**config.mk**
```make
export PLATFORM = sky130hd
export DESIGN_NAME = gas_sensor_frame_receiver
export DESIGN_NICKNAME = d
export VERILOG_FILES = /design/src/sv/gsfr_pkg.sv /design/src/sv/gsfr_parser.sv /design/src/sv/gsfr_out_buf.sv /design/src/sv/gas_sensor_frame_receiver.sv
export SDC_FILE = /design/constraint.sdc
export NUM_CORES = 1
export LEC_CHECK = 0
export ABC_AREA = 1
export BUFFER_PORTS_ARGS = -buffer_cell sky130_fd_sc_hd__buf_2
export CORE_MARGIN = 5
export CORE_UTILIZATION = 30
export CTS_BUF_LIST = sky130_fd_sc_hd__clkbuf_2 sky130_fd_sc_hd__clkbuf_4 sky130_fd_sc_hd__clkbuf_8
export DETAILED_ROUTE_END_ITERATION = 10
export GPL_ROUTABILITY_DRIVEN = 0
export SETUP_SLACK_MARGIN = 0.3
export SLEW_MARGIN = 20
export SYNTH_ARGS = -nofsm -noshare
export SYNTH_HDL_FRONTEND = slang
export SYNTH_HIERARCHICAL = 1
export SYNTH_SLANG_ARGS = --single-unit
```
**constraint.sdc**
```tcl
create_clock -name clk -period 2.3 [get_ports clk]
set_input_delay 0.46 -clock clk [delete_from_list [all_inputs] [get_ports clk]]
set_output_delay 0.46 -clock clk [all_outputs]
set_load 0.02 [all_outputs]
```
**src/sv/gsfr_pkg.sv**
```systemverilog
// shared types and constants for the gas sensor frame receiver
package gsfr_pkg;

	localparam logic [7:0] START_BYTE       = 8'hFF;
	localparam logic [7:0] GAS_TYPE_RESET   = 8'h17;
	localparam logic [7:0] UNIT_RESET       = 8'h04;

	// frame position: 0 hunts, 1..8 is the index of the next collected byte plus one
	localparam logic [3:0] POS_HUNT         = 4'd0;
	localparam logic [3:0] POS_FIRST        = 4'd1;
	localparam logic [3:0] POS_LAST         = 4'd8;

	// collected byte indexes
	localparam logic [3:0] IDX_GAS_TYPE     = 4'd0;
	localparam logic [3:0] IDX_UNIT         = 4'd1;
	localparam logic [3:0] IDX_READ_HIGH    = 4'd3;
	localparam logic [3:0] IDX_READ_LOW     = 4'd4;
	localparam logic [3:0] SUMMED_BYTES     = 4'd7;
	localparam logic [3:0] IDX_CHECK        = 4'd7;

	// configuration register indexes
	localparam logic REG_GAS_TYPE = 1'b0;
	localparam logic REG_UNIT     = 1'b1;

	localparam logic STATUS_OK     = 1'b0;
	localparam logic STATUS_REJECT = 1'b1;

	typedef struct packed {
		logic        frame_status;
		logic [15:0] concentration;
	} result_t;

	typedef struct packed {
		logic    valid;
		result_t data;
	} result_beat_t;

endpackage

```
**src/sv/gsfr_parser.sv**
```systemverilog
// frame hunting, byte collection and checksum check for one received byte a cycle while accept is high
module gsfr_parser (
	input  logic                  clk,
	input  logic                  arst_n,
	input  logic                  accept,
	input  logic [7:0]            rx_byte,
	input  logic [7:0]            expected_gas_type,
	input  logic [7:0]            expected_unit,
	output gsfr_pkg::result_beat_t result
);
	import gsfr_pkg::*;

	logic [3:0] pos_q;
	logic [7:0] sum_q;
	logic       type_ok_q;
	logic       unit_ok_q;
	logic [7:0] read_high_q;
	logic [7:0] read_low_q;

	logic       hunting;
	logic [3:0] idx;
	logic [7:0] check;
	logic       frame_ok;

	assign hunting  = (pos_q == POS_HUNT) || (pos_q > POS_LAST);
	assign idx      = pos_q - POS_FIRST;
	assign check    = 8'd0 - sum_q;
	assign frame_ok = type_ok_q && unit_ok_q && (rx_byte == check);

	always_comb begin
		result.valid              = accept && !hunting && (idx == IDX_CHECK);
		result.data.frame_status  = frame_ok ? STATUS_OK : STATUS_REJECT;
		result.data.concentration = frame_ok ? {read_high_q, read_low_q} : 16'd0;
	end

	always_ff @(posedge clk or negedge arst_n) begin
		if (!arst_n) begin
			pos_q       <= POS_HUNT;
			sum_q       <= 8'd0;
			type_ok_q   <= 1'b0;
			unit_ok_q   <= 1'b0;
			read_high_q <= 8'd0;
			read_low_q  <= 8'd0;
		end else if (accept) begin
			if (hunting) begin
				if (rx_byte == START_BYTE) begin
					pos_q       <= POS_FIRST;
					sum_q       <= 8'd0;
					type_ok_q   <= 1'b0;
					unit_ok_q   <= 1'b0;
					read_high_q <= 8'd0;
					read_low_q  <= 8'd0;
				end else begin
					pos_q <= POS_HUNT;
				end
			end else begin
				if (idx < SUMMED_BYTES)
					sum_q <= sum_q + rx_byte;
				if (idx == IDX_GAS_TYPE)
					type_ok_q <= (rx_byte == expected_gas_type);
				if (idx == IDX_UNIT)
					unit_ok_q <= (rx_byte == expected_unit);
				if (idx == IDX_READ_HIGH)
					read_high_q <= rx_byte;
				if (idx == IDX_READ_LOW)
					read_low_q <= rx_byte;
				if (idx == IDX_CHECK)
					pos_q <= POS_HUNT;
				else
					pos_q <= pos_q + 4'd1;
			end
		end
	end

endmodule

```
**src/sv/gsfr_out_buf.sv**
```systemverilog
// two-entry result buffer: a pair of entries written and read through toggling pointers
module gsfr_out_buf (
	input  logic                   clk,
	input  logic                   arst_n,
	input  gsfr_pkg::result_beat_t push,
	output logic                   full,
	output logic                   out_valid,
	input  logic                   out_stall,
	output logic                   frame_status,
	output logic [15:0]            concentration
);
	import gsfr_pkg::*;

	result_t    mem_q [2];
	logic       wr_ptr_q;
	logic       rd_ptr_q;
	logic [1:0] cnt_q;
	logic       pop;

	assign full          = (cnt_q == 2'd2);
	assign out_valid     = (cnt_q != 2'd0);
	assign pop           = out_valid && !out_stall;
	assign frame_status  = mem_q[rd_ptr_q].frame_status;
	assign concentration = mem_q[rd_ptr_q].concentration;

	always_ff @(posedge clk) begin
		if (push.valid)
			mem_q[wr_ptr_q] <= push.data;
	end

	always_ff @(posedge clk or negedge arst_n) begin
		if (!arst_n) begin
			wr_ptr_q <= 1'b0;
			rd_ptr_q <= 1'b0;
			cnt_q    <= 2'd0;
		end else begin
			if (push.valid)
				wr_ptr_q <= ~wr_ptr_q;
			if (pop)
				rd_ptr_q <= ~rd_ptr_q;
			case ({push.valid, pop})
				2'b10:   cnt_q <= cnt_q + 2'd1;
				2'b01:   cnt_q <= cnt_q - 2'd1;
				default: cnt_q <= cnt_q;
			endcase
		end
	end

endmodule

```
**src/sv/gas_sensor_frame_receiver.sv**
```systemverilog
// top level of the gas sensor frame receiver
//
// usage
// - rx channel: one received serial byte per beat on rx_byte, taken at a rising
//   edge with rx_valid high and rx_stall low
// - out channel: one beat per nine-byte frame (0xFF start byte plus eight bytes)
//   carrying frame_status (0 good, 1 rejected) and concentration (bytes three and
//   four, big-endian, zero when rejected)
// - cfg port: cfg_we with cfg_index 0 writes expected_gas_type, index 1 writes
//   expected_unit, data on cfg_wdata; write only while no frame is in progress
// - throughput: one byte per cycle while rx_stall is low
// - latency: out_valid is high the cycle after the checksum byte is taken
// - receiver stall: results wait in a two-entry buffer; rx_stall rises only when
//   both entries hold results, so bytes keep flowing while one result waits
// - reset: hunting for a start byte, buffer empty, registers back to 0x17 and 0x04
module gas_sensor_frame_receiver (
	input  logic        clk,
	input  logic        arst_n,
	// byte input
	input  logic        rx_valid,
	output logic        rx_stall,
	input  logic [7:0]  rx_byte,
	// result output
	output logic        out_valid,
	input  logic        out_stall,
	output logic        frame_status,
	output logic [15:0] concentration,
	// configuration
	input  logic        cfg_we,
	input  logic        cfg_index,
	input  logic [7:0]  cfg_wdata
);
	import gsfr_pkg::*;

	logic         rx_accept;
	logic [7:0]   gas_type_q;
	logic [7:0]   unit_q;
	logic         buf_full;
	result_beat_t result;

	// byte taken this edge
	assign rx_accept = rx_valid && !rx_stall;
	// stall only when the buffer cannot hold another result
	assign rx_stall  = buf_full;

	// configuration registers
	always_ff @(posedge clk or negedge arst_n) begin
		if (!arst_n) begin
			gas_type_q <= GAS_TYPE_RESET;
			unit_q     <= UNIT_RESET;
		end else if (cfg_we) begin
			case (cfg_index)
				REG_GAS_TYPE: gas_type_q <= cfg_wdata;
				REG_UNIT:     unit_q     <= cfg_wdata;
				default:      ;
			endcase
		end
	end

	// frame tracking and check
	gsfr_parser u_parser (
		.clk               (clk),
		.arst_n            (arst_n),
		.accept            (rx_accept),
		.rx_byte           (rx_byte),
		.expected_gas_type (gas_type_q),
		.expected_unit     (unit_q),
		.result            (result)
	);

	// two-entry result buffer
	gsfr_out_buf u_out_buf (
		.clk           (clk),
		.arst_n        (arst_n),
		.push          (result),
		.full          (buf_full),
		.out_valid     (out_valid),
		.out_stall     (out_stall),
		.frame_status  (frame_status),
		.concentration (concentration)
	);

`ifndef SYNTH
	// a full buffer always shows a result
	a_stall_has_result: assert property (@(posedge clk) disable iff (!arst_n)
		rx_stall |-> out_valid)
		else $error("rx_stall high with no result pending");

	// a finished frame shows a result the next cycle
	a_result_follows: assert property (@(posedge clk) disable iff (!arst_n)
		result.valid |=> out_valid)
		else $error("result of a finished frame not presented");

	// rejected frames carry a zero reading
	a_reject_zero: assert property (@(posedge clk) disable iff (!arst_n)
		(out_valid && frame_status == STATUS_REJECT) |-> concentration == 16'd0)
		else $error("rejected frame with nonzero concentration");

	// results only come from accepted bytes
	a_result_needs_byte: assert property (@(posedge clk) disable iff (!arst_n)
		result.valid |-> rx_accept)
		else $error("result produced without an accepted byte");
`endif

endmodule
```
==> results of run 1 <==
-- registers in the layout (all words and copies together), names as in the netlist --
register              cells
unit_q                    8
u_parser/read_low_q       8
u_parser/type_ok_q        1
u_out_buf/cnt_q           2
u_parser/pos_q            4
u_out_buf/wr_ptr_q        1
u_out_buf/mem_q          34
u_out_buf/rd_ptr_q        1
u_parser/unit_ok_q        1
u_parser/read_high_q      8
gas_type_q                8
u_parser/sum_q            8
-- cells in the mapped netlist --
master | instances | area, um^2
nand2_1 | 197 | 739
inv_1 | 57 | 214
nand3_1 | 56 | 280
dfrtp_1 | 45 | 1130
nor2_1 | 36 | 135
edfxtp_1 | 34 | 1020
xor2_1 | 18 | 158
ha_1 | 14 | 175
xnor2_1 | 11 | 96.3
nand2_2 | 10 | 62.6
nor3_2 | 10 | 100
o21ai_1 | 9 | 45.0
nand4_1 | 8 | 50.1
buf_2 | 6 | 30.0
nor3_1 | 6 | 30.0
o21ai_0 | 6 | 30.0
dfstp_2 | 5 | 131
buf_4 | 4 | 30.0
inv_2 | 4 | 15.0
buf_6 | 3 | 33.8
a21oi_1 | 2 | 10.0
nand3_2 | 2 | 20.0
or2_2 | 2 | 12.5
a21o_1 | 1 | 7.51
and2_0 | 1 | 6.26
buf_8 | 1 | 15.0
clkbuf_2 | 1 | 5.00
fa_1 | 1 | 20.0
inv_4 | 1 | 6.26
inv_8 | 1 | 11.3
nand2_4 | 1 | 11.3
nand3b_1 | 1 | 7.51
o21ai_2 | 1 | 8.76
or2_1 | 1 | 6.26
-- placed cells by master (no fill, tap or decap), types with 2 or more instances in the layout --
cell type,synthesis,final
nand2_1,197,191
nand3_1,56,53
inv_1,57,48
dfrtp_1,45,44
buf_2,6,40
edfxtp_1,34,34
nor2_1,36,30
xor2_1,18,17
nand2_2,10,14
buf_4,4,13
inv_2,4,11
xnor2_1,11,11
ha_1,14,11
clkbuf_8,0,9
o21ai_1,9,9
nand4_1,8,8
nor3_2,10,8
nor3_4,0,7
o21ai_0,6,6
dfstp_2,5,5
nor2_4,0,5
nand2_4,1,3
inv_8,1,3
nand3_2,2,3
buf_12,0,3
ha_4,0,3
buf_6,3,3
nand3_4,0,3
inv_4,1,2
clkinvlp_4,0,2
clkbuf_16,0,2
or2_2,2,2
a21oi_1,2,2
-- what timing repair did --
action	4_1_cts	5_1_grt
pin swaps	2	9
resized for setup	7	47
buffers inserted	2	7
endpoints found under the setup margin	96	94
cloned	0	3
-- routing by layer --
metal / wire [um] / GRT usage, % / share of wire (%) / vias up
li1: - / - / - / 1891
met1: 4920 / 15.0 / 48 / 1650
met2: 4750 / 18.0 / 47 / 60
met3: 453 / 2.91 / 4.4 / 7
met4: 89 / 3.17 / 0.87 / 0
met5: 0 / 0 / 0 / -
-- path summary, 6_finish.rpt --
check                                           to  slack, ns  cells after the start
min in group clk                     gas_type_q[1]       0.31                      3
setup / recovery            u_out_buf/mem_q[1][16]       0.30                      8
setup reg to reg            u_out_buf/mem_q[1][16]       0.30                      8
hold reg to reg                      gas_type_q[4]       0.48                      2
hold / removal                           unit_q[4]       0.08                      1
max in group asynchronous  u_parser/read_high_q[6]       1.65                      2
-- power by group through the flow --
stage | clock (uW) | sequential (uW) | combinational [uW]
after floorplan | 0 | 2080 | 2240
after global placement | 0 | 2170 | 2850
after detailed placement | 0 | 2180 | 2850
after CTS | 1160 | 2140 | 2920
after global routing | 1220 | 2190 | 3860
final | 1120 | 2150 | 3420
-- logic make-up after synthesis --
| kind of cell | after synthesis | synth area share (%) |
|---|---|---|
| AO/OA/AOI/OAI | 19 | 2.18 |
| XOR/XNOR | 29 | 5.46 |
| adder cells (fa/ha/maj) | 15 | 4.20 |
| buffers and inverters | 78 | 7.75 |
| flip-flops | 84 | 49.0 |
| AND/OR/NAND/NOR | 331 | 31.4 |
-- layout make-up --
type	count	area share, %
multi-input combinational	395	39.5
clock inverter	7	1.46
timing repair buffer	62	8.06
tap	188	4.15
sequential	84	40.2
clock buffer	9	2.18
inverter	63	4.46
-- stage by stage --
step                utilization, %  cell area, um^2  setup slack, ns  power [uW]  instances
floorplan                        -             4660            0.306        4320        556
global placement              33.5             5090           0.0550        5020        780
detailed placement            33.5             5090           0.0689        5030        780
CTS                           35.1             5340            0.238        6220        798
global route                  37.3             5670            0.217        7270        808
finish                        37.3             5670            0.300        6680        808
-- critical path: cells and delay by family, from the launching register on --
family / cells / cell delay [ns]
AND/OR/NAND/NOR: 6 / 0.94
flip-flops: 1 / 0.44
adder cells (fa/ha/maj): 1 / 0.30
buffers and inverters: 1 / 0.07
==> results.toml, run 1 <==
[global_routing]
grt_remaining_overflow = 0
grt_pass1_vias = 3529
grt_max_degree = 28
grtUsageTotal_pct = 11.2
antenna_found_initial = 0
grt_pass1_wl_mm = 16.7

[timing]
setup_viol = 0
tightest_slew_ns = 0.590
rsz0062_at_grt = "true"
hold_viol_final = 0
tns_ns = 0
slew_violations = 0
fmax_mhz = 500
whs_ns = 0.0849
period_minus_slack_ns = 2.00
fin_skew_ns = 0.00736
slew_headroom_pct = 60.7
post-route-period-util_pct = 87.0

[detailed_routing]
drc_errors = 0
first_pass_iters = 4
wl_per_cell_um = 12.6
vias_per_cell = 4.47
num_vias = 3608
routed_wl_mm = 10.2
drt_iter0_drc = 222
ant_nets = 0

[power_and_ir_drop]
p_per_area_mw_per_mm2 = 1180
power_frac_seq_pct = 32.1
peakVddDrop_uv = 450
p_sw_share_pct = 46.5
combPwrFrac_pct = 51.2
power_switching_uw = 3110
internal_power_uw = 3570
clkPwrFrac_pct = 16.7
p_leak_uw = 0.00273

[worst_setup_path]
cp-end-kind = "register"
cp_data_arrival_time_ns = 2.11
crit_path_max_fanout = 5
crit_start = "u_parser/sum_q[0]"
required_ns = 2.41
path_cells = "ha_1, inv_2, nand3_1, nor2_1, nand3_1, nor2_4, nand3_4, or2_1"
critPathLaunchType = "register"
r2r_start = "u_parser/sum_q[0]"
slowest_delay_ns = 0.44
cpMostUsedCell = "nand3_1"
cpMaxStageDelayCell = "dfrtp_1"
critPathKind = "reg -> reg"

[placed_design]
io_buffers = 40
hpwl_mm = 7.03

[floorplan]
die_x_um = 135
start_util_pct = 30.6
num_rows = 45
fp.dieArea_mm2 = 0.0181
die_y_um = 135
ios = 41
coreArea_mm2 = 0.0152

[clock_network]
clockRootBuffer = "clkbuf_8"
cts.htree.levels = 3
cts.clk_slew.worst_paths_ns = 0.10
ctsLongestPathBuffers = 2
cts_tree = "done"
clock_sinks = 84
clk_latency_ns = 0.36
cts_buffers = 9
hold_buffers = 0

[cells_and_area]
nNetsFinal = 652
drive_gt1_share_pct = 24.2
n_antenna_cell = 0
multi_input_area_mm2 = 0.00224
fillers = 1547
regArea_mm2 = 0.00228
area.growth.synth_to_final_pct = 21.9

[synth]
synth.avg_cell_area_um2 = 8.36
syn-cell-area_mm2 = 0.00465
ys_types = 34
synthCells = 556
yosysWarnings = 6
ys_seq_elements = 84
synth_fp_nets = 593
ys_seq_area_share_pct = 49.0

[flow_run]
cap_violations = 0

[outcome]
status = "complete, no violations"

[min_path]
hp-class = "in -> async"
(Power assumes the default switching activity.)
==> run 2, diff against run 1 <==
--- a/config.mk
+++ b/config.mk
@@ -5,13 +5,14 @@
 export SDC_FILE = /design/constraint.sdc
 export NUM_CORES = 1
 export LEC_CHECK = 0
-export ABC_AREA = 1
 export BUFFER_PORTS_ARGS = -buffer_cell sky130_fd_sc_hd__buf_2
+export CORE_ASPECT_RATIO = 0.5
 export CORE_MARGIN = 5
 export CORE_UTILIZATION = 30
 export CTS_BUF_LIST = sky130_fd_sc_hd__clkbuf_2 sky130_fd_sc_hd__clkbuf_4 sky130_fd_sc_hd__clkbuf_8
 export DETAILED_ROUTE_END_ITERATION = 10
 export GPL_ROUTABILITY_DRIVEN = 0
+export GPL_TIMING_DRIVEN = 0
 export SETUP_SLACK_MARGIN = 0.3
 export SLEW_MARGIN = 20
 export SYNTH_ARGS = -nofsm -noshare
==> results.toml, run 2 <==
[synth]
ys_seq_elements = 84
ys_types = 62
synth.area.top_cells = "dfrtp_1 25%, edfxtp_1 22%, mux2_4 5.6%, xor2_1 4.2%, mux2_1 4.2%"
async_flop_share_pct = 59.5
ys_seq_area_share_pct = 50.0
synth_top_area_share_pct = 24.7
synth_flop_cell = "dfrtp_1"
synth_common_cells = "45 x dfrtp_1, 34 x edfxtp_1, 24 x and2_1"
yosysWarnings = 6
synth_most_common_cell = "dfrtp_1"
synthCells = 365
syn-cell-area_mm2 = 0.00455
yosysTopAreaCell = "dfrtp_1"
synth_edf_count = 34
synth_fp_nets = 402
synth.avg_cell_area_um2 = 12.5

[worst_setup_path]
critPathKind = "reg -> reg"
cp_data_arrival_time_ns = 2.45
required_ns = 2.42
cpMaxStageDelayCell = "dfrtp_2"
crit_path_max_fanout = 5
path_cells = "inv_2, ha_4, or3b_4, nor3_2, xnor2_1, a2111oi_4, buf_6, buf_6, inv_2"
cp-end-kind = "register"
slowest_delay_ns = 0.47
critPathLaunchType = "register"

[timing]
period_minus_slack_ns = 2.32
slew_violations = 0
post-route-period-util_pct = 101
setup_ws_ns = -0.0232
slew_headroom_pct = 54.8
setup_viol = 20
hold_viol_final = 0
whs_ns = 0.125
fin_skew_ns = 0.00866
tightest_slew_ns = 0.678
fmax_mhz = 430
rsz0062_at_grt = "true"

[power_and_ir_drop]
peakVddDrop_uv = 456
power_frac_seq_pct = 29.3
internal_power_uw = 4610
power_switching_uw = 2820
p_per_area_mw_per_mm2 = 1250
combPwrFrac_pct = 54.7
p_sw_share_pct = 37.9
p_leak_uw = 0.00254
clkPwrFrac_pct = 16.1

[detailed_routing]
num_vias = 3077
wl_per_cell_um = 15.5
vias_per_cell = 4.70
drt_iter0_drc = 137
first_pass_iters = 4
routed_wl_mm = 10.1
drc_errors = 0
ant_nets = 0

[cells_and_area]
n_antenna_cell = 0
final_common_cell = "dfrtp_1"
top_register = "u_out_buf/mem_q"
nNetsFinal = 489
postLayoutCoreUtil_pct = 40.7
drive_gt1_share_pct = 47.3
fillers = 1396
largest_reg_flops = 34
fin_cells = 655
regArea_mm2 = 0.00228
area.growth.synth_to_final_pct = 30.9
layout_common_cells = "41 x dfrtp_1, 34 x edfxtp_1, 33 x buf_2"
multi_input_area_mm2 = 0.00239

[placed_design]
hpwl_mm = 6.60
io_buffers = 40
post-place-cells = 603

[clock_network]
cts_buffers = 9
cts.clk_slew.worst_paths_ns = 0.09
ctsLongestPathBuffers = 2
clk_latency_ns = 0.36
cts_tree = "done"
cts.htree.levels = 3
clockRootBuffer = "clkbuf_8"
clock_sinks = 84

[global_routing]
grt_pass1_wl_mm = 15.8
grt_remaining_overflow = 0
grtUsageTotal_pct = 11.1
antenna_found_initial = 1
grt_max_degree = 51
grt_pass1_vias = 2987

[floorplan]
start_util_pct = 31.1
die_x_um = 184
coreArea_mm2 = 0.0147
ios = 41
fp.dieArea_mm2 = 0.0179
die_y_um = 97.1
num_rows = 31

[min_path]
hp-class = "in -> async"

[flow_run]
cap_violations = 0

[outcome]
violations = "negative setup slack"
status = "complete, but fails checks"
-- run 2: timing repair --
item	CTS	global route
setup endpoints to repair	102	84
buffers inserted	29	5
hold buffers	0	0
pin swaps	17	12
resized for setup	47	59
gates cloned	2	0
-- run 2: worst max-delay path, delay by kind of cell (launching register included) --
| kind | cells | cell delay [ns] |
|---|---|---|
| AOI/OAI and AO/OA | 1 | 0.38 |
| xor gates and xnor gates | 1 | 0.12 |
| adders and majority gates | 1 | 0.14 |
| buffers and inverters | 4 | 0.44 |
| DFF | 1 | 0.47 |
| and+or+nand+nor | 2 | 0.53 |
-- run 2: routing by layer --
layer / vias to the layer above / global-route usage (%) / part of all wire [%]
met4: 2 / 3.58 / 0.96
met1: 1537 / 15.3 / 47
li1: 1475 / - / -
met5: - / 0 / 0.069
met3: 10 / 3.33 / 4.4
met2: 53 / 16.8 / 48
-- run 2: cells by family (layout without fill, tap and decap cells) --
group           after synthesis  count (layout)  share of synthesized area, %
simple gates                 95              95                          12.7
flops                        84              84                          50.0
compound gates               57              57                          8.90
mux                          53              53                          14.4
xor+xnor                     32              32                          6.15
buf+inv                      29             121                          3.49
fa+ha+maj                    15              15                          4.29
-- run 2: worst paths after layout --
kind	to	slack (ns)	cells after the start	from
setup / recovery	u_out_buf/mem_q[0][16]	-0.02	9	u_parser/sum_q[0]
hold / removal	u_parser/sum_q[4]	0.12	1	arst_n
setup reg to reg	u_out_buf/mem_q[0][16]	-0.02	9	u_parser/sum_q[0]
hold reg to reg	u_out_buf/cnt_q[1]	0.49	1	u_out_buf/cnt_q[1]
max in group asynchronous	u_parser/sum_q[0]	1.69	1	arst_n
min in group clk	gas_type_q[2]	0.34	2	cfg_wdata[2]
-- run 2: power groups by stage --
stage	Combinational (uW)	Sequential [uW]	Clock, uW
after CTS	3530	2160	1230
after detailed placement	2990	2200	0
final	4060	2170	1190
after global placement	2930	2190	0
after global routing	4380	2220	1290
after floorplan	2340	2110	0
-- run 2: final cells by class --
class	count	area share, %
buffer	16	2.39
clock buffer	10	2.20
clock inverter	6	1.62
inverter	13	0.944
multi-input combinational	252	40.1
sequential	84	38.3
tap	198	4.15
timing repair buffer	76	10.3
-- run 2: through the flow --
stage	setup slack (ns)	TNS (ns)	power, uW	instance area (um^2)
finish	-0.0232	-0.275	7430	5960
global route	-0.0989	-2.67	7880	5960
CTS	0.0414	0	6920	5700
detailed placement	-0.319	-11.23	5180	5070
global placement	-0.284	-9.76	5120	5070
floorplan	0.118	0	4450	4620
==> run 3, diff against run 2 <==
==> constraint.sdc (replaced) <==
create_clock -name clk -period 1.9 [get_ports clk]
set_input_delay 0.38 -clock clk [delete_from_list [all_inputs] [get_ports clk]]
set_output_delay 0.38 -clock clk [all_outputs]
set_load 0.02 [all_outputs]
==> results.toml, run 3 (synthesis results as in run 2) <==
[timing]
tightest_slew_ns = 0.683
fin_skew_ns = 0.00755
slew_headroom_pct = 54.5
fmax_mhz = 452
rsz0062_at_grt = "true"
period_minus_slack_ns = 2.21
hold_viol_final = 0
slew_violations = 0
tns_ns = -12.33
post-route-period-util_pct = 117
setup_viol = 98
setup_ws_ns = -0.315

[worst_setup_path]
crit_path_max_fanout = 8
critPathLaunchType = "register"
critPathKind = "reg -> reg"
cp_data_arrival_time_ns = 2.45
slowest_delay_ns = 0.42
cpMaxStageDelayCell = "dfrtp_1"
cp-end-kind = "register"
required_ns = 2.13
path_cells = "inv_2, ha_4, or3b_4, nor3_4, xnor2_2, a2111oi_4, buf_6, buf_6, and2_4"
cpMostUsedCell = "buf_6"
cp_top_family = "simple AND/OR/NAND/NOR gates"
cp_num_buf_inv = 3

[global_routing]
top_usage_layer = "met2"
grt_remaining_overflow = 0
antenna_found_initial = 1
grt_use_met1_pct = 15.2
use_met2_pct = 18.4
use_met3_pct = 4.00
grt_max_degree = 51
grtUsageTotal_pct = 11.7
grt_pass1_vias = 3182
grt_pass1_wl_mm = 16.7

[detailed_routing]
ant_nets = 0
vias_per_cell = 4.75
drc_errors = 0
wl_per_cell_um = 16.0
first_pass_iters = 4
drt_iter0_drc = 165
routed_wl_mm = 10.5
num_vias = 3141

[floorplan]
coreArea_mm2 = 0.0147
die_y_um = 97.1
num_rows = 31
fp.dieArea_mm2 = 0.0179
start_util_pct = 31.1
ios = 41
die_x_um = 184

[cells_and_area]
area.growth.synth_to_final_pct = 37.9
fillers = 1369
layout_common_cells = "41 x dfrtp_1, 39 x buf_6, 37 x mux2_4"
top_register = "u_out_buf/mem_q"
final_common_cell = "dfrtp_1"
drive_gt1_share_pct = 53.1
postLayoutCoreUtil_pct = 42.8
nNetsFinal = 495
n_antenna_cell = 0
largest_reg_flops = 34

[flow_run]
cap_violations = 0

[power_and_ir_drop]
p_per_area_mw_per_mm2 = 1540
combPwrFrac_pct = 59.9
power_frac_seq_pct = 27.2
finalPower_uw = 9690
p_sw_share_pct = 38.3
clkPwrFrac_pct = 12.9
internal_power_uw = 5980
p_leak_uw = 0.00270
power_switching_uw = 3710
peakVddDrop_uv = 685

[placed_design]
hpwl_mm = 6.55
dpl_worst_slack_ns = -0.619
io_buffers = 40

[clock_network]
hold_buffers = 0
clock_sinks = 84
clockRootBuffer = "clkbuf_8"
cts_tree = "done"
clk_latency_ns = 0.36
cts_buffers = 9
ctsLongestPathBuffers = 2
cts.clk_slew.worst_paths_ns = 0.10
cts.htree.levels = 3

[outcome]
status = "complete, but fails checks"
violations = "negative setup slack"

[min_path]
hp-class = "in -> async"
## run 3: cell count changes in the layout (fill, tap and decap cells not counted), moves of 4 or more
cell	change
buf_6	+7
mux2_1	-17
o21ai_1	+4
buf_2	-13
mux2_4	+20
o21ai_0	-6
and2_1	+4
## run 3: final timing paths
| kind | cells past startpoint | end | slack, ns | startpoint |
|---|---|---|---|---|
| worst max-delay path | 9 | u_out_buf/mem_q[1][11] | -0.31 | u_parser/sum_q[1] |
| worst min-delay path | 1 | u_parser/sum_q[4] | 0.05 | arst_n |
| worst max register to register | 9 | u_out_buf/mem_q[1][11] | -0.31 | u_parser/sum_q[1] |
| worst min register to register | 1 | u_out_buf/cnt_q[1] | 0.49 | u_out_buf/cnt_q[1] |
| max in group asynchronous | 1 | u_parser/sum_q[2] | 1.37 | arst_n |
| min in group clk | 2 | gas_type_q[2] | 0.25 | cfg_wdata[2] |
## run 3: power by group through the flow
stage / Sequential [uW] / Combinational, uW / Clock (uW)
detailed placement: 2670 / 4040 / 0
global placement: 2660 / 4000 / 0
floorplan: 2570 / 3240 / 0
finish: 2640 / 5800 / 1250
CTS: 2610 / 5270 / 1290
global route: 2690 / 6200 / 1370
## run 3: through the flow
stage / std cells / instance area [um^2] / hold slack [ns]
2_1_floorplan: 365 / 4770 / 0.0844
3_3_place_gp: 603 / 5220 / 0.468
3_5_place_dp: 603 / 5220 / 0.475
4_1_cts: 656 / 6110 / 0.0635
5_1_grt: 661 / 6280 / 0.0990
6_report: 661 / 6280 / 0.0544
## run 3: per-layer routing
| metal | part of all wire, % | routed length [um] | vias to the layer above |
|---|---|---|---|
| met4 | 1.7 | 175 | 2 |
| met5 | 0.19 | 20 | - |
| met1 | 46 | 4820 | 1558 |
| li1 | - | - | 1500 |
| met2 | 47 | 5000 | 62 |
| met3 | 5.0 | 531 | 19 |
## run 3: what timing repair did
item	CTS	global route
setup endpoints to repair	119	120
resized for setup	99	38
pin swaps	20	16
gates cloned	6	0
hold endpoints to repair	0	0
buffers inserted	31	5
## run 3: cell type report
type / instances / area (um^2) / share of cell area, %
inverters: 13 / 58.8 / 0.936
plain buffers: 16 / 175 / 2.79
clock inverters: 7 / 70.1 / 1.12
flip-flops and latches: 84 / 2280 / 36.4
multi-input cells: 254 / 2530 / 40.3
repair buffers: 80 / 788 / 12.5
clock buffers: 9 / 124 / 1.97
well taps: 198 / 248 / 3.94
